==> src/sv/mid_pkg.sv <==
`timescale 1ns / 1ps
`default_nettype none
package mid_pkg;
   // Width of the box length register.
   localparam int BOX_WIDTH = 31;
   // Width of the distance result.
   localparam int DIST_WIDTH = 33;
endpackage
`default_nettype wire

==> src/sv/mid_axis_wrap.sv <==
`timescale 1ns / 1ps
`default_nettype none
// One axis: magnitude of the difference, a pipelined restoring remainder by
// the box length (one quotient bit per stage) and the fold to the nearest image.
module mid_axis_wrap #(
   parameter int COORD_WIDTH = 32
) (
   input  wire                                  clock,
   input  wire                                  en,
   input  wire  [mid_pkg::BOX_WIDTH-1:0]        box,
   input  wire  signed [COORD_WIDTH-1:0]        coord_a,
   input  wire  signed [COORD_WIDTH-1:0]        coord_b,
   output logic [COORD_WIDTH:0]                 mag_out
);
   localparam int MW = COORD_WIDTH + 1;
   localparam int RW = mid_pkg::BOX_WIDTH + 1;
   localparam int XW = MW + RW;

   logic signed [MW-1:0] diff;
   logic [MW-1:0]        mag_in;
   logic [MW-1:0]        mag_ff;
   logic [MW-1:0]        mg_ff [MW];
   logic [RW-1:0]        rm_ff [MW];
   logic [MW-1:0]        wrap_in;
   logic [MW-1:0]        wrap_ff;
   logic [XW-1:0]        rx;
   logic [XW-1:0]        bx;

   always_comb begin
      diff   = MW'(coord_a) - MW'(coord_b);
      mag_in = diff[MW-1] ? MW'(-diff) : MW'(diff);
   end

   always_ff @(posedge clock) begin
      if (en) begin
         mag_ff <= mag_in;
      end
   end

   genvar j;
   generate
      for (j = 0; j < MW; j++) begin : g_div
         logic [MW-1:0] mg_prev;
         logic [RW-1:0] rm_prev;
         logic [RW-1:0] shifted;
         logic [RW-1:0] rm_in;
         if (j == 0) begin : g_first
            assign mg_prev = mag_ff;
            assign rm_prev = '0;
         end else begin : g_next
            assign mg_prev = mg_ff[j-1];
            assign rm_prev = rm_ff[j-1];
         end
         always_comb begin
            shifted = {rm_prev[RW-2:0], mg_prev[MW-1-j]};
            if (box != '0 && shifted >= RW'(box)) begin
               rm_in = shifted - RW'(box);
            end else begin
               rm_in = shifted;
            end
         end
         always_ff @(posedge clock) begin
            if (en) begin
               mg_ff[j] <= mg_prev;
               rm_ff[j] <= rm_in;
            end
         end
      end
   endgenerate

   always_comb begin
      rx = XW'(rm_ff[MW-1]);
      bx = XW'(box);
      if (box == '0) begin
         wrap_in = mg_ff[MW-1];
      end else if ((rx << 1) > bx) begin
         wrap_in = MW'(bx - rx);
      end else begin
         wrap_in = MW'(rx);
      end
   end

   always_ff @(posedge clock) begin
      if (en) begin
         wrap_ff <= wrap_in;
      end
   end

   assign mag_out = wrap_ff;
endmodule
`default_nettype wire

==> config.mk <==
export PLATFORM = sky130hd
export DESIGN_NAME = mid_axis_wrap
export DESIGN_NICKNAME = d
export VERILOG_FILES = /design/src/sv/mid_pkg.sv /design/src/sv/mid_axis_wrap.sv
export SDC_FILE = /design/constraint.sdc
export NUM_CORES = 2
export LEC_CHECK = 0
export BUFFER_PORTS_ARGS = -buffer_cell sky130_fd_sc_hd__buf_4
export CAP_MARGIN = 20
export CELL_PAD_IN_SITES_DETAIL_PLACEMENT = 0
export CELL_PAD_IN_SITES_GLOBAL_PLACEMENT = 1
export CORE_UTILIZATION = 50
export DETAILED_ROUTE_END_ITERATION = 8
export PLACE_DENSITY = 0.87
export SYNTH_ARGS = -nofsm -noshare
export SYNTH_HDL_FRONTEND = slang
export SYNTH_SLANG_ARGS = --single-unit
==> constraint.sdc <==
create_clock -name clock -period 5.34 [get_ports clock]
set_input_delay 0.267 -clock clock [delete_from_list [all_inputs] [get_ports clock]]
set_output_delay 0.267 -clock clock [all_outputs]
set_load 0.005 [all_outputs]
### After elaboration in Yosys (flattened, before gate mapping)

Memories as Yosys holds them, arrays and structs flattened.
Index checks and enable logic that the tools add are counted.

* multiplexer cells: 38
* reductions and logical operators: 35
* $add $sub $neg: 36
* order comparisons: 34

Operator list (number)
* $mux 32: 34
* $ge 32x31->1: 32
* $sub 32x31->32: 32
* $mux 33: 2
* $gt 33x31->1: 1
* $logic_and 1x1->1: 33
* $neg 33->33: 1
* $sub 31x32->33: 1
* $sub 32x32->33: 1
* $sub 1x31->32: 1
* $ge 1x31->1: 1
* $logic_not 31->1: 1
* $reduce_bool 31->1: 1
* $mux 1: 2

* output and inout port bits: 33
* register bits after elaboration: 66
* memories: 2
* word-level logic and storage cells: 148
* bits in writable memories: 2145

Memories
* mg_ff: depth 33, width 33, read ports 33, clocked after Yosys merged registers in 0, wr ports 33, line mid_axis_wrap.sv:22 `logic [MW-1:0] mg_ff [MW];`
* rm_ff: depth 33, width 32, read ports 33, clocked after Yosys merged registers in 0, wr ports 33, line mid_axis_wrap.sv:23 `logic [RW-1:0] rm_ff [MW];`

### Longest topological paths before layout

An unclocked memory read counts as a cell.

* word-level depth: 4
* gate-level depth with buffers: 16

### Least setup slack after synthesis

OpenSTA, ideal clock, no wires.

* path kind: input to register
* start point: input port box[20] (netlist bit)
* end point: memory rm_ff[25][23] (netlist bit), data pin
* library setup time: 0.260 ns
* arrival: 4.344 ns
* setup slack: 0.736 ns
* cell stages on the path: 15
* path through: inv_1 ha_1 clkbuf_1 a2111oi_0 a211oi_1 a311oi_1 o21ai_0 and3_1 a221o_1 o41a_1 a2111oi_0 o21ai_0 nand2_1 buf_1 mux2_2

RTL lines
* start, declared: line mid_axis_wrap.sv:10 `input wire [mid_pkg::BOX_WIDTH-1:0] box,`
* end, declared: line mid_axis_wrap.sv:23

==> reports/summary.txt <==
SETUP PATH
--------------------------------------------------------------------------------------
Register-to-register path setup slack                                          0.69 ns
CP Capture Type                                                              flip-flop
Data arrival, critical path                                                    5.27 ns
Crit path kind                                                            flip-flop to flip-flop
Timing startpoint of the critical path                                    mg_ff[24][7]$_DFFE_PP_
Cell depth of the worst flop-to-flop path                                           15
Critical Path Fanout Max                                                            22
Worst setup endpoint                                                      rm_ff[25][2]$_DFFE_PP_
Data required time of the critical path                                        5.96 ns
Startpoint types                                                             flip-flop
FF-to-FF End                                                              rm_ff[25][2]$_DFFE_PP_
Startpoint of the worst register-to-register path                         mg_ff[24][7]$_DFFE_PP_

GLOBAL ROUTE
--------------------------------------------------------------------------------------
Global-route wire length before repair                                       545200 µm
Residual overflow from global routing                                                0
Maximum number of pins on one net before global-route repair                       192
Gr usage total                                                                  27.12%
Number of global-route vias before repair                                        89370
Initial antenna violation count                                                      9

STA
--------------------------------------------------------------------------------------
Hold violation count in the final report                                             0
Transition at the pin with the smallest max-transition slack                  1.043 ns
Slew HR                                                                         30.44%
Final-report max-slew violation count                                                0
Time the final worst path needs with I/O delays and setup                     4.653 ns
Maximum clock skew at final layout                                          0.04987 ns
Final clock period utilization by the worst path                                87.13%
Setup violators final                                                                0
Maximum clock rate                                                          0.2149 GHz
RSZ-0062 raised after global routing                                                no
Total negative slack for setup checks                                             0 ns

CLOCK TREE
--------------------------------------------------------------------------------------
H-tree depth reported by CTS                                                         4
Clock-pin slew of the registers on the worst-case setup and hold paths         0.06 ns
Clock tree root buffer cell                                               sky130_fd_sc_hd__clkbuf_16
TritonCTS clock tree                                                             built
Worst-skew pair later-pin latency                                              0.90 ns
# Post-CTS Setup Buffers                                                             0
Deepest clock path buffer count                                                      4
CTS Sinks                                                                         2179
Total clock buffers created by CTS                                                 236

POWER
--------------------------------------------------------------------------------------
Static leakage                                                                56.47 nW
Switching Share                                                                 38.34%
Combinational Power Share                                                        49.8%
Sequential cell fraction of total power                                          32.2%
Worst vdd ir                                                                  360.5 µV
Cell internal pwr                                                             57.69 mW
Power per cell area                                                       645.6 mW/mm²
Net switching power                                                           35.87 mW
Clk network pwr share                                                            18.0%

YOSYS
--------------------------------------------------------------------------------------
YS warnings                                                                          0
Fraction of the yosys area taken by sequential cells                            50.42%
Number of enable-type register cells in the synthesized netlist                   2179
Primary FF master, synth                                                  sky130_fd_sc_hd__edfxtp_1
Number of instances in the synthesized netlist                                   11220
Average instance area after synthesis                                        11.57 µm²
Number of distinct standard cells referenced by the synthesized netlist             82
Post-synthesis register bit count                                                 2179
Synthesized net count                                                            12440
Syn Std Cell Area                                                           0.1298 mm²
Post-synth ARST share                                                               0%

MIN PATH
--------------------------------------------------------------------------------------
Worst hold path cell count                                                           3
Type of the tightest min-delay check                                      input port to flip-flop

ROUTING
--------------------------------------------------------------------------------------
Count of vias placed by the detailed router                                      92390
DR pass1 iterations                                                                  6
Final routed DRC violation total                                                     0
Met3 wire length                                                              22950 µm
Wire length per cell                                                          23.96 µm
Initial drt markers                                                               8204
Drt via density                                                                  6.076
M1 wire length                                                               157700 µm
Highest routed metal layer                                                        met5
Antenna viol nets, final                                                             0
Wire length after detailed routing                                           364300 µm
Met2 wire length                                                             168100 µm

CELLS AND AREA
--------------------------------------------------------------------------------------
Share of cells above drive strength 1                                           12.53%
Layout Cells excl Fill                                                           15200
NumNets Final                                                                    12830
Area occupied by registers                                                 0.06543 mm²
Area taken by multi-input logic gates                                      0.06231 mm²
Fill count                                                                       21060
Layout area overhead                                                            11.68%

FLOORPLAN
--------------------------------------------------------------------------------------
Starting density of the core                                                    50.42%
Core area                                                                   0.2574 mm²
Die area                                                                    0.2616 mm²
Die X                                                                         511.4 µm
Die height                                                                    511.4 µm
I/O pin cnt                                                                        130
Site row count                                                                     186

PLACEMENT
--------------------------------------------------------------------------------------
Routability-driven placement congestion ratio                                   0.9358
IO buf count                                                                       129
Instance count after placement with tap cells included                           14760
Detailed-placement wirelength estimate                                       265300 µm

OUTCOME
--------------------------------------------------------------------------------------
Outcome                                                                   finished, final reports clean

JOB
--------------------------------------------------------------------------------------
Reported max-cap violation count                                                     0

placed cells by master, fill, tap and decap left out, types with 117 or more instances in the layout:
| cell | synthesis | layout |
|---|---|---|
| sky130_fd_sc_hd__a21o_1 | 425 | 425 |
| sky130_fd_sc_hd__a21oi_1 | 853 | 840 |
| sky130_fd_sc_hd__buf_4 | 0 | 328 |
| sky130_fd_sc_hd__clkbuf_16 | 0 | 238 |
| sky130_fd_sc_hd__edfxtp_1 | 2179 | 2179 |
| sky130_fd_sc_hd__ha_1 | 1088 | 1088 |
| sky130_fd_sc_hd__inv_1 | 359 | 329 |
| sky130_fd_sc_hd__mux2_2 | 593 | 593 |
| sky130_fd_sc_hd__nand2_1 | 836 | 835 |
| sky130_fd_sc_hd__nand2b_1 | 117 | 117 |
| sky130_fd_sc_hd__nand3_1 | 178 | 178 |
| sky130_fd_sc_hd__nand4_1 | 146 | 146 |
| sky130_fd_sc_hd__nor2_1 | 549 | 548 |
| sky130_fd_sc_hd__nor2b_1 | 161 | 161 |
| sky130_fd_sc_hd__nor3_1 | 192 | 189 |
| sky130_fd_sc_hd__o21a_1 | 185 | 185 |
| sky130_fd_sc_hd__o21ai_0 | 838 | 838 |
| sky130_fd_sc_hd__xnor2_1 | 550 | 550 |
| sky130_fd_sc_hd__xor2_1 | 331 | 331 |
final cells by class:
| type | count | area share [%] |
|---|---|---|
| Sequential cell | 2179 | 45.15 |
| Multi-Input combinational cell | 8447 | 43.00 |
| Clock buffer | 272 | 4.198 |
| Tap cell | 3384 | 2.922 |
| Timing Repair Buffer | 391 | 2.537 |
| Clock inverter | 160 | 1.248 |
| Inverter | 359 | 0.9298 |
| Antenna cell | 12 | 0.02072 |
metal layers:
| layer | up-vias | global-route usage, % |
|---|---|---|
| met2 | 3202 | 44.22 |
| met3 | 690 | 3.841 |
| met5 | - | 0 |
| li1 | 43790 | - |
| met1 | 44710 | 36.46 |
| met4 | 2 | 10.68 |
power groups by stage:
stage / combinational (mW) / sequential (mW) / clock (mW)
5_1_grt: 51.1 / 30.5 / 17.7
2_1_floorplan: 35.0 / 28.1 / 0
6_report: 46.6 / 30.1 / 16.8
3_5_place_dp: 45.5 / 30.3 / 0
3_3_place_gp: 44.7 / 30.4 / 0
4_1_cts: 46.0 / 30.1 / 17.1
Yosys cell counts (20+ instances only):
library cell,number,share of area [%]
sky130_fd_sc_hd__edfxtp_1,2179,50
sky130_fd_sc_hd__ha_1,1088,10
sky130_fd_sc_hd__a21oi_1,853,3.3
sky130_fd_sc_hd__o21ai_0,838,3.2
sky130_fd_sc_hd__nand2_1,836,2.4
sky130_fd_sc_hd__mux2_2,593,5.1
sky130_fd_sc_hd__xnor2_1,550,3.7
sky130_fd_sc_hd__nor2_1,549,1.6
sky130_fd_sc_hd__a21o_1,425,2.5
sky130_fd_sc_hd__inv_1,359,1.0
sky130_fd_sc_hd__xor2_1,331,2.2
sky130_fd_sc_hd__clkbuf_1,219,0.63
sky130_fd_sc_hd__nor3_1,192,0.74
sky130_fd_sc_hd__o21a_1,185,1.1
sky130_fd_sc_hd__nand3_1,178,0.69
sky130_fd_sc_hd__nor2b_1,161,0.78
sky130_fd_sc_hd__nand4_1,146,0.70
sky130_fd_sc_hd__nand2b_1,117,0.56
sky130_fd_sc_hd__a211oi_1,114,0.66
sky130_fd_sc_hd__o21bai_1,105,0.61
sky130_fd_sc_hd__o31ai_1,93,0.54
sky130_fd_sc_hd__and3_1,83,0.40
sky130_fd_sc_hd__o211ai_1,81,0.47
sky130_fd_sc_hd__a31oi_1,79,0.38
sky130_fd_sc_hd__a21boi_0,76,0.44
sky130_fd_sc_hd__or3_1,72,0.35
sky130_fd_sc_hd__mux2i_1,70,0.54
sky130_fd_sc_hd__and2_1,54,0.26
sky130_fd_sc_hd__a211o_1,42,0.28
sky130_fd_sc_hd__nor4_1,42,0.20
sky130_fd_sc_hd__o31a_1,40,0.27
sky130_fd_sc_hd__or2_2,35,0.17
sky130_fd_sc_hd__fa_1,34,0.52
sky130_fd_sc_hd__a2111oi_0,28,0.19
sky130_fd_sc_hd__o41ai_1,25,0.17
sky130_fd_sc_hd__a41oi_1,22,0.15
sky130_fd_sc_hd__a311oi_1,20,0.13
per-stage QoR:
step	util, %	hold WS, ns	area (µm²)	setup WS [ns]	power [mW]
floorplan	-	0.3795	129800	0.7361	63.08
global placement	53.21	0.4002	136900	0.4430	75.09
detailed placement	53.21	0.4045	137000	0.4535	75.85
CTS	56.29	0.004019	144900	0.7051	93.29
global route	56.30	0.07331	144900	0.3690	99.26
finish	56.30	0.04885	144900	0.6870	93.57
worst min-delay path by stage:
stage	from	end	slack (ns)
after floorplan	en	g_div[0].mg_prev[0]$_DFFE_PP_	0.38
after global placement	mg_ff[9][0]$_DFFE_PP_	mg_ff[10][0]$_DFFE_PP_	0.40
after detailed placement	g_div[0].mg_prev[26]$_DFFE_PP_	mg_ff[0][26]$_DFFE_PP_	0.40
after CTS	coord_b[1]	g_div[0].mg_prev[1]$_DFFE_PP_	0.004
after global routing	coord_a[31]	g_div[0].mg_prev[31]$_DFFE_PP_	0.07
final	coord_b[1]	g_div[0].mg_prev[1]$_DFFE_PP_	0.05
critical path, cell delays in order, from the launching register on:
cell,delay (ns)
sky130_fd_sc_hd__edfxtp_1,0.56
sky130_fd_sc_hd__inv_1,0.19
sky130_fd_sc_hd__ha_1,0.20
sky130_fd_sc_hd__fa_1,0.24
sky130_fd_sc_hd__nor2b_1,0.08
sky130_fd_sc_hd__o31a_1,0.29
sky130_fd_sc_hd__nand2b_1,0.17
sky130_fd_sc_hd__a31oi_1,0.34
sky130_fd_sc_hd__o21ai_0,0.26
sky130_fd_sc_hd__a221o_1,0.36
sky130_fd_sc_hd__o41a_1,0.37
sky130_fd_sc_hd__a2111oi_0,0.37
sky130_fd_sc_hd__o21ai_0,0.14
sky130_fd_sc_hd__nand2_1,0.10
sky130_fd_sc_hd__buf_4,0.31
sky130_fd_sc_hd__mux2_2,0.39
kinds of logic after synthesis:
kind of cell	share of synthesized area, %
simple gates	9.476
buf+inv	1.713
xor+xnor	5.946
compound gates	15.74
mux	5.686
fa+ha+maj	11.02
flops	50.42
flip-flops by register name, indices dropped and copies added (netlist names):
signal / flops
rm_ff: 1024
mag_out: 33
g_div.mg_prev: 33
mg_ff: 1089
repair_timing:
item | in CTS | in global routing
hold buffers | 3 | 0
gates resized for setup | 0 | 0
endpoints found under the hold margin | 57 | 0
No activity file was read; power rests on OpenSTA's default activity.
